$ cat src/design/shef_pkg.sv
// Shared types and constants for the horizontal Sobel edge filter.
// No dependencies; every other file of the block imports this package.
package shef_pkg;

   localparam int MAX_WIDTH_DEF  = 512;
   localparam int MAX_HEIGHT_DEF = 512;

   localparam int PIX_W       = 8;
   localparam int POS_W       = 9;
   localparam int DIM_W       = 10;
   localparam int CSR_INDEX_W = 2;

   localparam logic [CSR_INDEX_W-1:0] REG_IMAGE_WIDTH  = CSR_INDEX_W'(0);
   localparam logic [CSR_INDEX_W-1:0] REG_IMAGE_HEIGHT = CSR_INDEX_W'(1);

   localparam logic [DIM_W-1:0] IMAGE_DIM_RESET = DIM_W'(512);

   typedef struct packed {
      logic [PIX_W-1:0] pixel;
      logic             frame_start;
   } req_payload_type;

   typedef struct packed {
      logic [POS_W-1:0] out_row;
      logic [POS_W-1:0] out_col;
      logic [PIX_W-1:0] edge_value;
      logic             frame_last;
   } rsp_payload_type;

   typedef struct packed {
      logic             emit;
      logic             last;
      logic [POS_W-1:0] row;
      logic [POS_W-1:0] col;
   } pos_info_type;

   typedef struct packed {
      logic [PIX_W-1:0] two_back;
      logic [PIX_W-1:0] one_back;
   } line_word_type;

endpackage

$ cat src/design/shef_scan_ctrl.sv
// Scan control: image size registers, row and column counters, interior test.
// Gives the line store address and position info of the current pixel. Uses shef_pkg.
module shef_scan_ctrl
   import shef_pkg::*;
#(
   parameter int MAX_WIDTH  = MAX_WIDTH_DEF,
   parameter int MAX_HEIGHT = MAX_HEIGHT_DEF,
   parameter int CW         = $clog2(MAX_WIDTH_DEF)
) (
   input  logic                   clock,
   input  logic                   reset,
   input  logic                   csr_we,
   input  logic [CSR_INDEX_W-1:0] csr_index,
   input  logic [DIM_W-1:0]       csr_wdata,
   input  logic                   advance,
   input  logic                   frame_start,
   output logic [CW-1:0]          cur_col,
   output pos_info_type           pos_info
);

   localparam int RW  = $clog2(MAX_HEIGHT);
   localparam int EWW = $clog2(MAX_WIDTH + 1);
   localparam int EWH = $clog2(MAX_HEIGHT + 1);
   localparam int SW0 = (EWW > EWH) ? EWW : EWH;
   localparam int SW  = (SW0 > DIM_W) ? SW0 : DIM_W;

   logic [DIM_W-1:0] width_ff, height_ff;
   logic [CW-1:0]    col_ff, col_in, c;
   logic [RW-1:0]    row_ff, row_in, r;
   logic [SW-1:0]    eff_w, eff_h, ce, re, row_m1, col_m1;
   logic             col_last, row_last;

   function automatic logic [SW-1:0] sat_dim(input logic [DIM_W-1:0] v,
                                             input logic [SW-1:0] hi);
      logic [SW-1:0] ve;
      ve = SW'(v);
      if (ve < SW'(3)) begin
         return SW'(3);
      end else if (ve > hi) begin
         return hi;
      end
      return ve;
   endfunction

   always_comb begin
      eff_w    = sat_dim(width_ff, SW'(MAX_WIDTH));
      eff_h    = sat_dim(height_ff, SW'(MAX_HEIGHT));
      c        = frame_start ? '0 : col_ff;
      r        = frame_start ? '0 : row_ff;
      ce       = SW'(c);
      re       = SW'(r);
      col_last = (ce + SW'(1)) >= eff_w;
      row_last = (re + SW'(1)) >= eff_h;
      row_m1   = re - SW'(1);
      col_m1   = ce - SW'(1);

      pos_info.emit = (re >= SW'(2)) && (ce >= SW'(2)) && (re < eff_h) && (ce < eff_w);
      pos_info.last = row_last && col_last;
      pos_info.row  = row_m1[POS_W-1:0];
      pos_info.col  = col_m1[POS_W-1:0];

      if (col_last) begin
         col_in = '0;
         row_in = row_last ? '0 : r + RW'(1);
      end else begin
         col_in = c + CW'(1);
         row_in = r;
      end
   end

   assign cur_col = c;

   always_ff @(posedge clock) begin
      if (reset) begin
         width_ff  <= IMAGE_DIM_RESET;
         height_ff <= IMAGE_DIM_RESET;
         col_ff    <= '0;
         row_ff    <= '0;
      end else begin
         if (csr_we) begin
            case (csr_index)
               REG_IMAGE_WIDTH:  width_ff  <= csr_wdata;
               REG_IMAGE_HEIGHT: height_ff <= csr_wdata;
               default: ;
            endcase
         end
         if (advance) begin
            col_ff <= col_in;
            row_ff <= row_in;
         end
      end
   end

endmodule

$ cat config.mk
export PLATFORM = sky130hd
export DESIGN_NAME = shef_scan_ctrl
export DESIGN_NICKNAME = d
export VERILOG_FILES = /design/src/design/shef_pkg.sv /design/src/design/shef_scan_ctrl.sv
export SDC_FILE = /design/constraint.sdc
export NUM_CORES = 1
export LEC_CHECK = 0
export ABC_AREA = 1
export ABC_CLOCK_PERIOD_IN_PS = 3350
export BUFFER_PORTS_ARGS = -buffer_cell sky130_fd_sc_hd__buf_2
export CAP_MARGIN = 40
export CORE_MARGIN = 3
export CORE_UTILIZATION = 60
export CTS_BUF_LIST = sky130_fd_sc_hd__clkbuf_8
export DETAILED_ROUTE_END_ITERATION = 16
export PLACE_DENSITY = 0.83
export SYNTH_ARGS = -nofsm -noshare
export SYNTH_HDL_FRONTEND = slang
export SYNTH_SLANG_ARGS = --single-unit
$ cat constraint.sdc
create_clock -name clock -period 3.35 [get_ports clock]
set_input_delay 0 -clock clock [delete_from_list [all_inputs] [get_ports clock]]
set_output_delay 0 -clock clock [all_outputs]
set_load 0.02 [all_outputs]
# Word level (Yosys, flattened, before mapping)
# Index checks and enable logic that the tools add are counted.
# totals
ff_bits,38
latch_bits,0
ramBits,0
mem_bits_ro,0
out_inout_bits,29
memories,0
# op_classes
add_sub_neg,6
multipliers,0
div,0
order_cmp,10
eq_ne,1
shifts,0
n_mux,15
bitwise_logic,0
reduce_logical,7
# op_table
op,count
$mux W10,6
$mux W9,5
$add A9 B1 Y10 const B,2
$ge A10 B10 Y1,2
$gt A10 B10 Y1 const B,2
$lt A10 B2 Y1 const B,2
$lt A9 B10 Y1,2
$add A9 B1 Y9 const B,2
$ge A9 B2 Y1 const B,2
$sub A9 B1 Y9 const B,2
$logic_and A1 B1 Y1,4
$mux W1,4
$reduce_and A2 Y1,2
$eq A2 B1 Y1 const B,1
$logic_not A2 Y1,1

# Logic depth before layout (Yosys ltp)
# depth
ltp_word,7
mapped_depth,22
depth_no_buf,20

# Worst setup path after synthesis
# Ideal clock, no wire load.
# synth_path
path_kind,input to register
from,input port frame_start
to,register row_ff[0]
setup_ns,0.070
t_arrival_ns,2.444
required_time_ns,3.280
path_slack_ns,0.836
cell_stages,21
path_buffers,2
cell_sequence,buf_6 inv_8 buf_8 nand2_1 inv_1 ha_1 inv_1 nor3_2 nand3_1 nand2_1 inv_2 ha_1 nand2_1 a21oi_1 nor2_1 nand2_1 nor2_2 nand2_1 nand2_1 nand2_1 a21oi_1
# synth_via
elab_chain_len,5
word_cells_on_any_way,9
cone_classes,add/sub: 3; order compare: 2; mux: 4
# synth_rtl
element,line,text
start: declaration,shef_scan_ctrl.sv:16,"input logic frame_start,"
$mux W9,shef_scan_ctrl.sv:49,r = frame_start ? '0 : row_ff;
$add A9 B1 Y10,shef_scan_ctrl.sv:53,row_last = (re + SW'(1)) >= eff_h;
$ge A10 B10 Y1,shef_scan_ctrl.sv:53,
$mux W9,shef_scan_ctrl.sv:64,row_in = row_last ? '0 : r + RW'(1);
$mux W9 *,shef_scan_ctrl.sv:62,if (col_last) begin
end signal: assignment,shef_scan_ctrl.sv:89,row_ff <= row_in;
end: declaration,shef_scan_ctrl.sv:29,"logic [RW-1:0] row_ff, row_in, r;"
# Mark *: on every way between the ends. The rest lies on a longest branch, timed or not.
# A chain may end at the register's enable or synchronous reset.

# Worst setup path in the final report
# layout_path
from,register col_ff[1]
to,register col_ff[0]
# layout_via
elab_chain_len,4
# layout_rtl
element,line,text
start: declaration,shef_scan_ctrl.sv:28,"logic [CW-1:0] col_ff, col_in, c;"
start signal: assignment,shef_scan_ctrl.sv:88,col_ff <= col_in;
$mux W9,shef_scan_ctrl.sv:48,c = frame_start ? '0 : col_ff;
$add A9 B1 Y10,shef_scan_ctrl.sv:52,col_last = (ce + SW'(1)) >= eff_w;
$ge A10 B10 Y1,shef_scan_ctrl.sv:52,
$mux W9,shef_scan_ctrl.sv:62,
# No other way between the ends.

==> results.rst <==
.. list-table::
   :header-rows: 1

   * - Metric
     - Value
   * - H-tree depth reported by CTS
     - 2
   * - Syn nets
     - 570
   * - Sequential cell area
     - 761 um^2
   * - Placed cell count
     - 616
   * - Worst EP required
     - 3570 ps
   * - Worst stage delay on the critical path
     - 390 ps
   * - IO buf count
     - 45
   * - Sum of overflow across all layers after global routing
     - 0
   * - Synthesized area
     - 3390 um^2
   * - Routed wirelength normalized by instance count
     - 13.6 um
   * - Worst path most repeated cell
     - sky130_fd_sc_hd__nand2_1
   * - Area Overhead vs Synth
     - 13.7%
   * - Type of origin of the critical path
     - register
   * - Maximum ir drop on the vdd rail
     - 0.000214 V
   * - Summed negative setup slack over all endpoints
     - 0 ps
   * - Post-cts hold buffer count
     - 10
   * - Total die area
     - 6590 um^2
   * - Root buffer cell
     - sky130_fd_sc_hd__clkbuf_8
   * - Transition time at the pin with the least slew margin
     - 601 ps
   * - Number of remaining DRC errors
     - 0
   * - Final cell count without fillers
     - 634
   * - Via count of the routed design
     - 3521
   * - Areal power density over the cells
     - 261 nW/um^2
   * - Area of the multi-input gates
     - 2320 um^2
   * - Buffering stage count on the worst path with inverters included
     - 3
   * - Starting Density
     - 64.0%
   * - Run status
     - finished clean
   * - Post-detail-place hpwl
     - 6710 um
   * - Clock net sink count
     - 38
   * - Core Box Area
     - 5300 um^2
   * - Clock buffers created by TritonCTS
     - 5
   * - Setup Viol. Count Final
     - 0
   * - Relative slew slack
     - 59.8%
   * - Number of unique standard cell types used by synthesis
     - 32
   * - Wire length of the first global-routing pass
     - 14600 um
   * - Via count of the first global-routing pass
     - 3205
   * - Critical path's slowest cell
     - sky130_fd_sc_hd__dfxtp_1
   * - Number of enable flip-flop cells after synthesis
     - 0
   * - Worst Setup End Kind
     - register
   * - Number of inserted filler cells in the final layout
     - 448
   * - Count of antenna diodes in the layout
     - 0
   * - Tmin final
     - 2800 ps
   * - Router iterations before antenna repair
     - 5
   * - Fin crit share
     - 83.6%
   * - Leakage power of the design
     - 0.00202 uW
   * - Overall Power
     - 1010 uW
   * - Start-to-end type of the worst setup path
     - reg2reg
   * - Clk pin slew, worst setup/hold paths
     - 70 ps
   * - Cell types with the largest area share after synthesis
     - sky130_fd_sc_hd__dfxtp_1, sky130_fd_sc_hd__ha_1, sky130_fd_sc_hd__nand2_1
   * - Post-Synthesis Cells
     - 509
   * - Die width
     - 81.2 um
   * - Unrepaired setup endpoints after global routing
     - false
   * - Top-Level Pins
     - 46
   * - Final RePlAce weighted congestion
     - 0.899
   * - Crit Path Max Fanout
     - 13
   * - Mapped Avg Cell Area
     - 6.67 um^2
   * - Synth async-reset ratio
     - 0%
   * - Nets@finish
     - 624
   * - Ordered list of cells on the worst path
     - nand2_4 > inv_1 > ha_1 > nand2_2 > nor2_4 > xor2_1 > ha_1 > nand2_1 > inv_1 > nand2_1 > nand2_1 > nand2_1 > nand3_1 > buf_4 > nor2_2 > nand2_1 > a21oi_1
   * - Count of yosys warnings during synthesis
     - 0
   * - PostCTS Resize Cnt
     - 0
   * - Remaining antenna violation count
     - 0
   * - Overall routed net length
     - 8640 um
   * - Prevailing post-synth register cell
     - sky130_fd_sc_hd__dfxtp_1
   * - Share of synthesized area occupied by flip-flops and latches
     - 22.4%
   * - Hold slack final
     - 101 ps
   * - TritonCTS clock tree
     - built
   * - Synth top area share
     - 22.4%
   * - CP delay by family, top
     - simple AND/OR/NAND/NOR gates
   * - Antenna violations before repair
     - 0
   * - Flops & latches, synth
     - 38
   * - Avg Vias per Cell
     - 5.55
   * - Min-delay worst type
     - in2reg
   * - Post-CTS setup-driven buffer insertion count
     - 0
   * - Violation count after the first detailed-routing iteration
     - 263
   * - Post-synth top area cell
     - sky130_fd_sc_hd__dfxtp_1
   * - Maximum number of pins on one net before global-route repair
     - 22
   * - Worst-Skew Late Latency
     - 290 ps
   * - Max Cap Viol
     - 0
   * - Share of layout cells above drive strength 1
     - 17.6%
   * - Number of slew-limit violations in the final report
     - 0
   * - Total GRT Usage
     - 28.1%
   * - Die H
     - 81.2 um
   * - Max clock buf depth
     - 2
   * - Std-Cell Rows
     - 26
   * - Timing-limited maximum frequency
     - 357 MHz
   * - Layout Skew
     - 4.44 ps
   * - Final hold violations
     - 0
   * - Data arrival time of the worst path
     - 3020 ps
-- final cells by class --
class	count	area share [%]
multi-input cells	395	60.1
flip-flops and latches	38	19.7
repair buffers	58	9.01
inverters	65	6.52
well taps	70	2.27
clock buffers	6	2.14
clock inverters	2	0.227
-- synthesized netlist by cell type, types with 11 or more instances --
cell	instances
sky130_fd_sc_hd__nand2_1	125
sky130_fd_sc_hd__nor2_1	66
sky130_fd_sc_hd__inv_1	52
sky130_fd_sc_hd__ha_1	44
sky130_fd_sc_hd__dfxtp_1	38
sky130_fd_sc_hd__a21oi_1	33
sky130_fd_sc_hd__o21ai_0	24
sky130_fd_sc_hd__xor2_1	18
sky130_fd_sc_hd__nand3_1	17
sky130_fd_sc_hd__nand4_1	12
sky130_fd_sc_hd__inv_2	11
-- state kept, by name (all words and copies together) (netlist names) --
register	flops
height_ff	10
width_ff	10
col_ff	9
row_ff	9
-- report_power, final --
| group | switching (uW) | internal (uW) | leakage, uW |
|---|---|---|---|
| logic | 138 | 72.9 | 0.00166 |
| registers | 11.9 | 467 | 0.000309 |
| clock network | 155 | 163 | 0.0000524 |
-- worst register-to-register path, stage by stage, from the launching register on --
cell and delay (ps):
sky130_fd_sc_hd__dfxtp_1 390, sky130_fd_sc_hd__nand2_4 90, sky130_fd_sc_hd__inv_1 140, sky130_fd_sc_hd__ha_1 220, sky130_fd_sc_hd__nand2_2 110, sky130_fd_sc_hd__nor2_4 130, sky130_fd_sc_hd__xor2_1 260, sky130_fd_sc_hd__ha_1 270
sky130_fd_sc_hd__nand2_1 80, sky130_fd_sc_hd__inv_1 40, sky130_fd_sc_hd__nand2_1 60, sky130_fd_sc_hd__nand2_1 50, sky130_fd_sc_hd__nand2_1 80, sky130_fd_sc_hd__nand3_1 70, sky130_fd_sc_hd__buf_4 190, sky130_fd_sc_hd__nor2_2 300
sky130_fd_sc_hd__nand2_1 110, sky130_fd_sc_hd__a21oi_1 140
-- metrics by stage --
stage / area, um^2 / utilization, % / worst slack (ps)
after floorplan: 3390 / - / 836
after global placement: 3670 / 69.2 / 607
after detailed placement: 3670 / 69.2 / 550
after CTS: 3860 / 72.8 / 563
after global routing: 3860 / 72.8 / 167
final: 3860 / 72.8 / 549
-- kinds of logic after synthesis --
| kind of cell | Yosys count | synth area share, % |
|---|---|---|
| adder cells (fa/ha/maj) | 44 | 16.2 |
| buffers and inverters | 76 | 9.22 |
| flip-flops | 38 | 22.4 |
| XOR/XNOR | 20 | 5.16 |
| AND/OR/NAND/NOR | 262 | 36.1 |
| AO/OA/AOI/OAI | 69 | 10.8 |
-- layer usage --
layer	GRT usage [%]	part of all wire (%)	routed length, um	vias to the layer above
met1	36.8	44	3840	1610
met5	0	0	0	-
met4	6.76	1.2	106	0
li1	-	-	-	1755
met3	3.77	6.5	560	11
met2	48.9	48	4130	145
-- final timing paths --
path                  start        end  slack (ps)  cells after the start
setup / recovery  col_ff[1]  col_ff[0]         550                     17
hold / removal      advance  row_ff[5]         100                      3
setup reg to reg  col_ff[1]  col_ff[0]         550                     17
hold reg to reg   row_ff[7]  row_ff[7]         470                      2
-- cell usage in the layout, fill, tap and decap left out, types with 7 or more instances in the layout --
| master | Yosys | final |
|---|---|---|
| sky130_fd_sc_hd__a21oi_1 | 33 | 33 |
| sky130_fd_sc_hd__buf_2 | 1 | 45 |
| sky130_fd_sc_hd__dfxtp_1 | 38 | 38 |
| sky130_fd_sc_hd__dlygate4sd3_1 | 0 | 10 |
| sky130_fd_sc_hd__ha_1 | 44 | 44 |
| sky130_fd_sc_hd__inv_1 | 52 | 53 |
| sky130_fd_sc_hd__inv_2 | 11 | 11 |
| sky130_fd_sc_hd__nand2_1 | 125 | 125 |
| sky130_fd_sc_hd__nand3_1 | 17 | 17 |
| sky130_fd_sc_hd__nand4_1 | 12 | 12 |
| sky130_fd_sc_hd__nor2_1 | 66 | 66 |
| sky130_fd_sc_hd__nor2_2 | 7 | 7 |
| sky130_fd_sc_hd__nor3_1 | 8 | 8 |
| sky130_fd_sc_hd__o21ai_0 | 24 | 24 |
| sky130_fd_sc_hd__xor2_1 | 18 | 18 |
No activity file was read; power rests on OpenSTA's default activity.
