File: config.mk
export PLATFORM = sky130hd
export DESIGN_NAME = shef_kernel
export DESIGN_NICKNAME = d
export VERILOG_FILES = /design/src/design/shef_pkg.sv /design/src/design/shef_kernel.sv
export SDC_FILE = /design/constraint.sdc
export NUM_CORES = 1
export LEC_CHECK = 0
export ABC_AREA = 1
export ABC_CLOCK_PERIOD_IN_PS = 4200
export BUFFER_PORTS_ARGS = -buffer_cell sky130_fd_sc_hd__buf_2
export CAP_MARGIN = 40
export CORE_MARGIN = 8
export CORE_UTILIZATION = 40
export DETAILED_ROUTE_END_ITERATION = 10
export REMOVE_ABC_BUFFERS = 1
export SLEW_MARGIN = 20
export SYNTH_ARGS = -nofsm -noshare
export SYNTH_HDL_FRONTEND = slang
export SYNTH_SLANG_ARGS = --single-unit
export TNS_END_PERCENT = 100
File: constraint.sdc
create_clock -name clock -period 4.2 [get_ports clock]
set_input_delay 0.42 -clock clock [delete_from_list [all_inputs] [get_ports clock]]
set_output_delay 0.42 -clock clock [all_outputs]
set_load 0.02 [all_outputs]
File: src/design/shef_pkg.sv
// Shared types and constants for the horizontal Sobel edge filter.
// No dependencies; every other file of the block imports this package.
package shef_pkg;

   localparam int MAX_WIDTH_DEF  = 512;
   localparam int MAX_HEIGHT_DEF = 512;

   localparam int PIX_W       = 8;
   localparam int POS_W       = 9;
   localparam int DIM_W       = 10;
   localparam int CSR_INDEX_W = 2;

   localparam logic [CSR_INDEX_W-1:0] REG_IMAGE_WIDTH  = CSR_INDEX_W'(0);
   localparam logic [CSR_INDEX_W-1:0] REG_IMAGE_HEIGHT = CSR_INDEX_W'(1);

   localparam logic [DIM_W-1:0] IMAGE_DIM_RESET = DIM_W'(512);

   typedef struct packed {
      logic [PIX_W-1:0] pixel;
      logic             frame_start;
   } req_payload_type;

   typedef struct packed {
      logic [POS_W-1:0] out_row;
      logic [POS_W-1:0] out_col;
      logic [PIX_W-1:0] edge_value;
      logic             frame_last;
   } rsp_payload_type;

   typedef struct packed {
      logic             emit;
      logic             last;
      logic [POS_W-1:0] row;
      logic [POS_W-1:0] col;
   } pos_info_type;

   typedef struct packed {
      logic [PIX_W-1:0] two_back;
      logic [PIX_W-1:0] one_back;
   } line_word_type;

endpackage

File: src/design/shef_kernel.sv
// Sobel kernel: top and bottom 3-pixel windows, weighted row sums, clamp.
// Window shifts on each pixel leaving the read stage. Uses shef_pkg.
module shef_kernel
   import shef_pkg::*;
(
   input  logic             clock,
   input  logic             reset,
   input  logic             shift_en,
   input  logic [PIX_W-1:0] top_px,
   input  logic [PIX_W-1:0] bot_px,
   output logic [PIX_W-1:0] edge_value
);

   localparam int SUM_W = PIX_W + 2;

   logic [PIX_W-1:0]   top_ff [2];
   logic [PIX_W-1:0]   bot_ff [2];
   logic [SUM_W-1:0]   top_sum, bot_sum;
   logic signed [SUM_W:0] diff;

   always_comb begin
      top_sum = SUM_W'(top_ff[0]) + {1'b0, top_ff[1], 1'b0} + SUM_W'(top_px);
      bot_sum = SUM_W'(bot_ff[0]) + {1'b0, bot_ff[1], 1'b0} + SUM_W'(bot_px);
      diff    = $signed({1'b0, top_sum}) - $signed({1'b0, bot_sum});
      if (diff < 0) begin
         edge_value = '0;
      end else if (diff > $signed((SUM_W+1)'(255))) begin
         edge_value = '1;
      end else begin
         edge_value = diff[PIX_W-1:0];
      end
   end

   always_ff @(posedge clock) begin
      if (reset) begin
         top_ff <= '{default: '0};
         bot_ff <= '{default: '0};
      end else if (shift_en) begin
         top_ff[0] <= top_ff[1];
         top_ff[1] <= top_px;
         bot_ff[0] <= bot_ff[1];
         bot_ff[1] <= bot_px;
      end
   end

endmodule

### Yosys cells after proc, flatten, opt, wreduce, memory -nomap -nowiden

Index checks and enable logic that the tools add are counted.
Widths: inputs -> output; s select.

| cells by class | value |
|---|---|
| $lt $le $gt $ge | 2 |
| equal/unequal tests | 0 |
| mux-type cells | 2 |
| shift operators | 0 |
| reductions and logical operators | 0 |
| add/sub/neg operators | 5 |
| bitwise logic cells | 0 |
| multipliers | 0 |
| divide/modulo/power cells | 0 |

Operator list:

| operator | count |
|---|---|
| $add 10x8->10 | 2 |
| $add 8x9->10 | 2 |
| $mux 8 | 2 |
| $gt 11x9->1 const B | 1 |
| $lt 11x1->1 const B | 1 |
| $sub 10x10->11 | 1 |

| word-level totals | value |
|---|---|
| register bits | 32 |
| memory bits (read-only) | 0 |
| bits in latches | 0 |
| memories kept | 0 |
| bits in writable memories | 0 |
| output and inout port bits | 8 |

### Logic depth before layout (Yosys ltp)

Gate-level depths: netlist of run 1.

| depth | value |
|---|---|
| depth in word-level cells | 6 |
| gate-level depth with buffers | 17 |
| mapped depth without buffers | 17 |

### Worst setup path before layout of run 1

No wires, ideal clock.

| timing | value |
|---|---|
| kind | in2out |
| start | input bot_px[3] |
| end | output edge_value[0] |
| cell stages on the path | 15 |
| path slack | 0.544 ns |
| arrival | 3.236 ns |
| path buffers | 0 |
| cell sequence | inv_1 -> fa_1 -> fa_1 -> inv_1 -> fa_1 -> inv_1 -> ha_1 -> or2_4 -> nand3_2 -> nand2_1 -> nand2_1 -> nand2_4 -> nand3_1 -> nand2_1 -> inv_1 |

| on the way | value |
|---|---|
| word-level cells in the longest chain between the ends | 5 |
| elaborated cells on any way between the ends | 6 |
| classes of those cells | add/sub: 2; order compare: 2; mux: 2 |

RTL lines:

| element | RTL line | RTL |
|---|---|---|
| start, declared | shef_kernel.sv:10 | `input logic [PIX_W-1:0] bot_px,` |
| $add 10x8->10 (*) | shef_kernel.sv:23 | `bot_sum = SUM_W'(bot_ff[0]) + {1'b0, bot_ff[1], 1'b0} + SUM_W'(bot_px);` |
| $sub 10x10->11 (*) | shef_kernel.sv:24 | `diff = $signed({1'b0, top_sum}) - $signed({1'b0, bot_sum});` |
| $gt 11x9->1 | shef_kernel.sv:27 | `end else if (diff > $signed((SUM_W+1)'(255))) begin` |
| $mux 8 | shef_kernel.sv:27 |  |
| $mux 8 (*) | shef_kernel.sv:25 | `if (diff < 0) begin` |
| end, declared | shef_kernel.sv:11 | `output logic [PIX_W-1:0] edge_value` |

Mark *: on every way between the ends. The rest lies on a longest branch, timed or not.

### Worst setup path after layout of run 1

| timing | value |
|---|---|
| start | register bot_ff[5] (netlist bit) |
| end | output edge_value[2] |

| on the way | value |
|---|---|
| word-level cells in the longest chain between the ends | 6 |
| elaborated cells on any way between the ends | 7 |
| classes of those cells | add/sub: 3; order compare: 2; mux: 2 |

RTL lines:

| element | RTL line | RTL |
|---|---|---|
| start, declared | shef_kernel.sv:17 | `logic [PIX_W-1:0] bot_ff [2];` |
| $add 8x9->10 (*) | shef_kernel.sv:23 |  |
| $add 10x8->10 (*) | shef_kernel.sv:23 |  |
| $sub 10x10->11 (*) | shef_kernel.sv:24 |  |
| $gt 11x9->1 | shef_kernel.sv:27 |  |
| $mux 8 | shef_kernel.sv:27 |  |
| $mux 8 (*) | shef_kernel.sv:25 |  |

Marks and branches as above.

==> results of run 1 <==
==> worst max path at each step <==
stage                            from  cells past startpoint            end
2_1_floorplan               bot_px[3]                     15  edge_value[0]
3_3_place_gp                bot_px[6]                     17  edge_value[7]
3_5_place_dp                top_px[7]                     18  edge_value[2]
4_1_cts        top_ff[6]$_SDFFE_PP0P_                     17  edge_value[2]
5_1_grt        bot_ff[5]$_SDFFE_PP0P_                     17  edge_value[7]
6_report       bot_ff[5]$_SDFFE_PP0P_                     16  edge_value[2]
==> power groups by stage <==
stage	registers (mW)	clock network [mW]	logic, mW
after global routing	0.336	0.267	1.51
after detailed placement	0.341	0	1.27
final	0.334	0.243	1.33
after floorplan	0.338	0	0.992
after CTS	0.334	0.253	1.28
after global placement	0.340	0	1.26
==> cells by family (layout without fill, tap and decap cells) <==
family	Yosys count	count (layout)	synth area share
compound gates	35	35	0.0961
xor+xnor	3	3	0.0103
fa+ha+maj	43	43	0.303
buf+inv	97	123	0.145
flops	32	32	0.252
simple gates	106	106	0.193
==> stage by stage <==
step	hold WS, ps	setup slack (ps)	util	total power, mW
6_report	428	230	0.464	1.91
4_1_cts	427	105	0.452	1.86
3_5_place_dp	470	206	0.437	1.61
2_1_floorplan	448	544	-	1.33
3_3_place_gp	465	241	0.437	1.60
5_1_grt	442	-1.61	0.464	2.12
==> registers in the layout, indices dropped and copies added (netlist names) <==
register and count:
bot_ff 16, top_ff 16
==> critical path, stage by stage, from the launching register on <==
cell,delay [ps]
dfxtp_1,330
inv_1,70
fa_1,500
inv_1,50
fa_1,500
fa_1,540
inv_1,40
ha_1,350
nand2_1,80
nand2_1,70
a21oi_2,160
nand3_1,130
nand2_4,130
nand3_1,80
nand2_1,70
inv_1,40
buf_2,150
==> layout make-up <==
type | count | area share
flip-flops and latches | 32 | 0.221
inverters | 88 | 0.114
multi-input cells | 187 | 0.546
well taps | 77 | 0.0333
clock buffers | 8 | 0.0311
repair buffers | 27 | 0.0545
==> layout by cell type, fill, tap and decap left out <==
cell	count
nand3_1	11
or2_1	1
fa_2	1
clkbuf_1	2
buf_16	1
xor2_1	2
a31oi_1	1
nand2_2	1
a211oi_1	27
nand3_4	1
or2_4	1
nand3b_4	1
buf_2	26
fa_1	30
a21oi_1	5
a21oi_2	2
nor2_1	32
nand3b_2	1
clkbuf_8	6
nand3b_1	2
nand4_1	1
ha_1	9
nand3_2	1
nand2_1	51
dfxtp_1	32
ha_4	3
inv_1	87
clkinv_1	1
xnor2_1	1
nand2_4	2
==> Yosys cell counts <==
master / instances
a211oi_1: 27
a21oi_1: 7
a31oi_1: 1
buf_1: 1
buf_2: 3
clkbuf_1: 5
clkinv_1: 1
dfxtp_1: 32
fa_1: 31
ha_1: 12
inv_1: 87
nand2_1: 51
nand2_2: 1
nand2_4: 2
nand3_1: 11
nand3_2: 1
nand3_4: 1
nand3b_1: 2
nand3b_2: 1
nand3b_4: 1
nand4_1: 1
nor2_1: 32
or2_1: 1
or2_4: 1
xnor2_1: 1
xor2_1: 2
==> routing by layer <==
metal  global-route usage  routed length [um]  vias up
li1                     -                   -      999
met1                0.125                2090      878
met2                0.191                2320       18
met3               0.0299                 167        2
met4               0.0192                  15        0
met5                    0                   0        -
==> summary.md, run 1 <==
| Metric | Value |
|---|---|
| Worst-case clock buffer depth | 2 |
| R2r endpoint | top_ff[15]$_SDFFE_PP0P_ |
| Via count | 1897 |
| IO Pins | 27 |
| Max_cap viols | 0 |
| ANT cells | 0 |
| Worst R2R Start | top_ff[7]$_SDFFE_PP0P_ |
| Total CTS buffers | 5 |
| # DRC | 0 |
| Number of nets in the layout | 403 |
| Worst endpoint required time | 3780 ps |
| Initial antenna violation count | 0 |
| Seq pwr share | 0.175 |
| Synth area leader | dfxtp_1 |
| Htree depth | 2 |
| Share of layout cells above drive strength 1 | 0.137 |
| Core area | 0.00624 sq mm |
| Dpl hpwl | 3640 um |
| Power share of the clock group | 0.128 |
| Vias in the first global route | 1837 |
| Layout Skew | 4.18 ps |
| Number of distinct library cells after synthesis | 26 |
| CP arrival | 3550 ps |
| Yosys warning count | 0 |
| Cell area after layout | 0.00289 sq mm |
| Peak VDD IR | 0.275 mV |
| Finished Layout Cells | 419 |
| Actual slew at the worst max-slew pin | 644 ps |
| Global route total overflow | 0 |
| Hold EP | top_ff[2]$_SDFFE_PP0P_ |
| Worst hold path class | input pin to flip-flop |
| Initial DRT Pass Iterations | 4 |
| Vias/cell | 4.53 |
| Area of the multi-input gates | 0.00158 sq mm |
| Worst setup SP type | flip-flop |
| Total global-route track usage | 0.107 |
| Power density over the cells | 658 mW/mm^2 |
| CTS tree | built |
| IO Port Bufs | 26 |
| Clk sinks | 32 |
| Hold Crit Depth | 3 |
| CP Max Fanout | 8 |
| Routed len/inst | 11.0 um |
| Ranking of synthesized cells by area | dfxtp_1, fa_1, inv_1, a211oi_1, nand2_1 |
| Syn Std Cell Area | 0.00254 sq mm |
| Top-area cell type share of the netlist area | 0.252 |
| Flops & latches, synth | 32 |
| # fillers | 634 |
| Post-CTS Setup Bufs | 0 |
| CTS root buffer | clkbuf_8 |
| Area delta synth->final | 13.9% |
| Avg Cell Area, Syn | 8.04 sq um |
| Register area share after synthesis | 0.252 |
| Sw Pwr | 0.922 mW |
| Min Tclk post-route | 3970 ps |
| Inst Count DP | 410 |
| Reg clk slew, reported paths | 60 ps |
| Starting Density | 0.407 |
| Routed WL | 4600 um |
| Worst-Skew Late Latency | 280 ps |
| Final setup viols | 0 |
| Setup CP Type | flip-flop to output port |
| Width of the die | 95.7 um |
| Period utilization | 0.945 |
| Critical Path Sink Type | output port |
| Post-CTS Resized | 0 |
| Register Area | 641 sq um |
| Chip height | 95.7 um |
| Combinational Power Share | 0.697 |
| Largest net degree at the start of global routing | 49 |
| Fmax | 252 MHz |
| First-pass GRT wire length | 7870 um |
| Max transition margin | 0.571 |
| Max-slew violations | 0 |
| Post-DP Area | 0.00273 sq mm |
| DIE AREA | 0.00916 sq mm |
| Setup tns final | 0 ps |
| Remaining antenna violation count | 0 |
| Gpl congestion | 0.811 |
| Post-CTS Hold Buffers | 0 |
| R2R Setup Slk | 3490 ps |
| Final hold vios | 0 |
| Leak | 1.44 nW |
| Power Internal | 0.984 mW |
| Sw Ratio | 0.484 |
| Initial DRC Count | 93 |
| Cell Rows | 29 |
| Cells after Synth | 316 |
| Hold_sp | top_px[2] |
| Status | complete, no violations |
| Reg2Reg Depth | 2 |
Power figures use the tool's default switching activity.
==> run 2: changes to the inputs <==
- BUFFER_PORTS_ARGS: -buffer_cell sky130_fd_sc_hd__buf_2 -> -buffer_cell sky130_fd_sc_hd__buf_4
- CAP_MARGIN: 40 -> 20
- CORE_UTILIZATION: 40 -> 59
- PLACE_DENSITY: default -> 0.8
==> summary.md, run 2 (same netlist as run 1, synthesis figures left out) <==
| Metric | Value |
|---|---|
| Status | complete, no violations |
| Max transition margin | 0.620 |
| Critical Path Sink Type | output port |
| Post-CTS Setup Bufs | 0 |
| Worst R2R Start | bot_ff[1]$_SDFFE_PP0P_ |
| Peak VDD IR | 0.388 mV |
| Post-CTS Hold Buffers | 0 |
| Fmax | 252 MHz |
| CTS tree | built |
| IO Port Bufs | 26 |
| Top flop regs | bot_ff (16), top_ff (16) |
| Total CTS buffers | 5 |
| Buf/Inv on CP | 5 |
| Gpl congestion | 0.880 |
| Inst Count DP | 385 |
| Htree depth | 2 |
| R2R Setup Slk | 3470 ps |
| Layout Skew | 0.619 ps |
| Commonest non-fill, non-tap cell in the layout | inv_1 |
| Number of nets in the layout | 402 |
| Initial antenna violation count | 0 |
| Leak | 1.45 nW |
| Reg2Reg Depth | 2 |
| Cell Rows | 24 |
| Min Tclk post-route | 3970 ps |
| CTS root buffer | clkbuf_8 |
| Max-slew violations | 0 |
| Most frequent CP cell | inv_1 |
| Worst setup SP type | flip-flop |
| Actual slew at the worst max-slew pin | 567 ps |
| Final setup viols | 0 |
| Starting Density | 0.596 |
| Reg clk slew, reported paths | 60 ps |
| CP max stage cell | fa_1 |
| Routed WL | 4820 um |
| Worst endpoint required time | 3780 ps |
| Hold Crit Depth | 3 |
| Hold_sp | top_px[2] |
| Largest net degree at the start of global routing | 49 |
| Vias in the first global route | 1949 |
| # DRC | 0 |
| Period utilization | 0.946 |
| Delay-heaviest family, CP | adder cells |
| Hold EP | top_ff[2]$_SDFFE_PP0P_ |
| Setup CP Type | flip-flop to output port |
| Max_cap viols | 0 |
| Routed len/inst | 12.3 um |
| Crit path largest cell delay | 540 ps |
| Chip height | 81.6 um |
| Share of layout cells above drive strength 1 | 0.150 |
| Initial DRC Count | 82 |
| Most frequent cells in the layout | inv_1, nand2_1, dfxtp_1, nor2_1, fa_1 |
| Final hold vios | 0 |
| Worst-Skew Late Latency | 270 ps |
| Dpl hpwl | 3550 um |
| Finished Layout Cells | 392 |
| Total global-route track usage | 0.156 |
| DIE AREA | 0.00666 sq mm |
| Clk sinks | 32 |
| Via count | 1955 |
| Vias/cell | 4.99 |
| CP Max Fanout | 8 |
| Width of the die | 81.6 um |
| IO Pins | 27 |
| First-pass GRT wire length | 8290 um |
| ANT cells | 0 |
| Worst hold path class | input pin to flip-flop |
| CP arrival | 3550 ps |
| R2r endpoint | bot_ff[1]$_SDFFE_PP0P_ |
| Power density over the cells | 688 mW/mm^2 |
| Area delta synth->final | 14.8% |
| Worst-case clock buffer depth | 2 |
| Remaining antenna violation count | 0 |
| CP Cell Sequence | inv_1 -> fa_1 -> fa_1 -> inv_1 -> fa_1 -> inv_1 -> ha_4 -> nand2_1 -> nor2_1 -> nand3_2 -> nand2_1 -> nand2_2 -> nand2_4 -> nand3_1 -> nand2_1 -> inv_1 -> buf_4 |
| Core area | 0.00426 sq mm |
| Post-layout util | 0.684 |
| Global route total overflow | 0 |
| Initial DRT Pass Iterations | 4 |
[run 2: cell count changes in the layout (fill, tap and decap cells not counted), sizes merged]
cell / change
buf: -1
clkinv: +1
clkbuf: -2
[run 2: timing repair]
action / in CTS / in global routing
setup endpoints to repair: 0 / 8
hold endpoints to repair: 0 / 0
resized for setup: 0 / 11
[run 2: per-stage QoR]
| step | hold slack [ps] | instance area, sq um | setup WS [ps] | TNS, ps | total power [mW] |
|---|---|---|---|---|---|
| 6_report | 429 | 2920 | 226 | 0 | 2.01 |
| 3_3_place_gp | 466 | 2760 | 231 | 0 | 1.64 |
| 5_1_grt | 440 | 2920 | -11.1 | -11.1 | 2.19 |
| 2_1_floorplan | 448 | 2500 | 544 | 0 | 1.33 |
| 3_5_place_dp | 470 | 2760 | 200 | 0 | 1.66 |
| 4_1_cts | 423 | 2840 | 77.5 | 0 | 1.89 |
[run 2: report_power, final]
group,leakage (nW),total [mW],switching (mW),internal [mW]
logic,1.14,1.45,0.853,0.600
registers,0.265,0.334,0.0111,0.323
clock network,0.0410,0.218,0.105,0.112
[run 2: final cells by class]
type / count / area [sq um]
well taps: 52 / 65.1
clock buffers: 6 / 72.6
fillers: 370 / 1350
repair buffers: 26 / 195
inverters: 88 / 330
multi-input cells: 187 / 1610
clock inverters: 1 / 5.00
flip-flops and latches: 32 / 641
[run 2: worst max-delay path by stage]
stage	startpoint	end	slack [ps]	cells past startpoint
3_3_place_gp	bot_px[4]	edge_value[4]	230	16
5_1_grt	bot_ff[3]$_SDFFE_PP0P_	edge_value[0]	-10	15
2_1_floorplan	bot_px[3]	edge_value[0]	540	15
3_5_place_dp	top_px[0]	edge_value[5]	200	17
4_1_cts	bot_ff[3]$_SDFFE_PP0P_	edge_value[6]	80	15
6_report	bot_ff[6]$_SDFFE_PP0P_	edge_value[6]	230	17
[run 2: worst register-to-register path: cells and delay by family, from the launching register on]
kind                   cells  cell delay, ps
AO/OA/AOI/OAI              1             260
buffers and inverters      1              80
flip-flops                 1             310
[run 2: layer usage]
metal	wire length, um	track usage
met1	1980	0.185
met2	2590	0.280
met3	182	0.0317
met4	57	0.0421
met5	0	0
==> run 3: changes to the inputs <==
- REMOVE_ABC_BUFFERS: 1 -> default
==> summary.md, run 3 (same netlist as run 1, synthesis figures left out) <==
| Metric | Value |
|---|---|
| Setup CP Type | flip-flop to output port |
| Worst endpoint required time | 3780 ps |
| # DRC | 0 |
| Routed len/inst | 12.1 um |
| Max_cap viols | 0 |
| CP Cell Sequence | inv_1 -> fa_1 -> fa_1 -> inv_1 -> fa_1 -> inv_1 -> ha_4 -> or2_1 -> nand3_1 -> nand3_1 -> nand2_4 -> nand3_1 -> nand2_1 -> inv_1 -> buf_4 |
| Routed WL | 4750 um |
| CTS root buffer | clkbuf_8 |
| Post-CTS Setup Bufs | 0 |
| Actual slew at the worst max-slew pin | 526 ps |
| Power density over the cells | 704 mW/mm^2 |
| Worst setup SP type | flip-flop |
| Syn_nets | 378 |
| Dpl hpwl | 3600 um |
| CP arrival | 3600 ps |
| Total CTS buffers | 5 |
| Area of the multi-input gates | 0.00159 sq mm |
| Most frequent CP cell | inv_1 |
| Vias in the first global route | 1993 |
| Core area | 0.00426 sq mm |
| Commonest non-fill, non-tap cell in the layout | inv_1 |
| Buf/Inv on CP | 5 |
| Delay-heaviest family, CP | adder cells |
| CP Max Fanout | 8 |
| Status | complete, no violations |
| Area delta synth->final | 16.2% |
| Min Tclk post-route | 4020 ps |
| Critical Path Sink Type | output port |
| Worst Hold Slack | 418 ps |
| Final hold vios | 0 |
| Crit path largest cell delay | 550 ps |
| Post-layout util | 0.692 |
| Gpl congestion | 0.912 |
| Largest net degree at the start of global routing | 49 |
| Width of the die | 81.6 um |
| CP max stage cell | fa_1 |
| Starting Density | 0.596 |
| IO Pins | 27 |
| Setup tns final | 0 ps |
| RSZ-0062 raised after global routing | no |
| Remaining antenna violation count | 0 |
| Post-CTS Hold Buffers | 0 |
| Final setup viols | 0 |
| Total global-route track usage | 0.154 |
| Worst-case clock buffer depth | 2 |
| Most frequent cells in the layout | inv_1, nand2_1, nor2_1, dfxtp_1, fa_1 |
| Vias/cell | 4.98 |
| Share of layout cells above drive strength 1 | 0.147 |
| Initial antenna violation count | 0 |
| Global route total overflow | 0 |
| Layout Skew | 4.59 ps |
| Clk sinks | 32 |
| Period utilization | 0.958 |
| Top flop regs | bot_ff (16), top_ff (16) |
| Post-CTS Resized | 0 |
| Max transition margin | 0.647 |
| Leak | 1.47 nW |
| DIE AREA | 0.00666 sq mm |
| Register Area | 641 sq um |
| Max-slew violations | 0 |
| Initial DRC Count | 112 |
| Reg clk slew, reported paths | 70 ps |
| CTS tree | built |
| IO Port Bufs | 26 |
| ANT cells | 0 |
| # fillers | 344 |
| First-pass GRT wire length | 8070 um |
| Via count | 1956 |
| Fmax | 249 MHz |
| Number of nets in the layout | 402 |
| Initial DRT Pass Iterations | 4 |
| Worst hold path class | input pin to flip-flop |
| Htree depth | 2 |
| Peak VDD IR | 0.379 mV |
| Chip height | 81.6 um |
| Worst-Skew Late Latency | 280 ps |
| Cell Rows | 24 |
run 3: changes by cell type in the layout (fill, tap and decap cells not counted):
| cell | before | now |
|---|---|---|
| bufinv_16 | 0 | 1 |
| clkbuf_1 | 1 | 0 |
| clkbuf_8 | 5 | 7 |
| clkinv_2 | 1 | 0 |
| nand3_1 | 9 | 11 |
| nand3_2 | 3 | 1 |
| nor2_1 | 31 | 32 |
| nor2_2 | 1 | 0 |
run 3: cell type report:
class / count / share of cell area
well taps: 52 / 0.0220
inverters: 88 / 0.112
repair buffers: 26 / 0.0661
clock inverters: 1 / 0.0102
clock buffers: 7 / 0.0326
flip-flops and latches: 32 / 0.217
multi-input cells: 187 / 0.540
run 3: final timing paths:
kind,from,endpoint,slack [ps],depth (start not counted)
setup reg to reg,bot_ff[0]$_SDFFE_PP0P_,bot_ff[0]$_SDFFE_PP0P_,3460,2
setup / recovery,bot_ff[3]$_SDFFE_PP0P_,edge_value[2],180,15
hold reg to reg,bot_ff[11]$_SDFFE_PP0P_,bot_ff[11]$_SDFFE_PP0P_,480,2
hold / removal,top_px[2],top_ff[2]$_SDFFE_PP0P_,420,3
run 3: stage by stage:
stage,setup slack (ps),power [mW],instance area [sq um],instances
6_report,178,2.08,2950,393
5_1_grt,1.12,2.28,2950,393
4_1_cts,44.5,1.99,2890,393
3_5_place_dp,180,1.66,2760,385
3_3_place_gp,231,1.63,2760,385
2_1_floorplan,544,1.34,2540,316
run 3: worst reg2reg max path, cell delays in order, from the launching register on:
cell	delay, ps
dfxtp_1	380
nor2_1	70
a211oi_1	200
run 3: where the power goes:
group          switching (mW)  internal [mW]  leakage, nW
logic                   0.824          0.594         1.14
registers              0.0114          0.323        0.265
clock network           0.115          0.209       0.0645
total                   0.950           1.13         1.47
run 3: routing by layer:
metal / routed length, um / GRT usage / share of wire
met5: 0 / 0 / 0
met4: 72 / 0.0579 / 0.015
met3: 157 / 0.0339 / 0.033
met2: 2560 / 0.282 / 0.54
met1: 1960 / 0.170 / 0.41
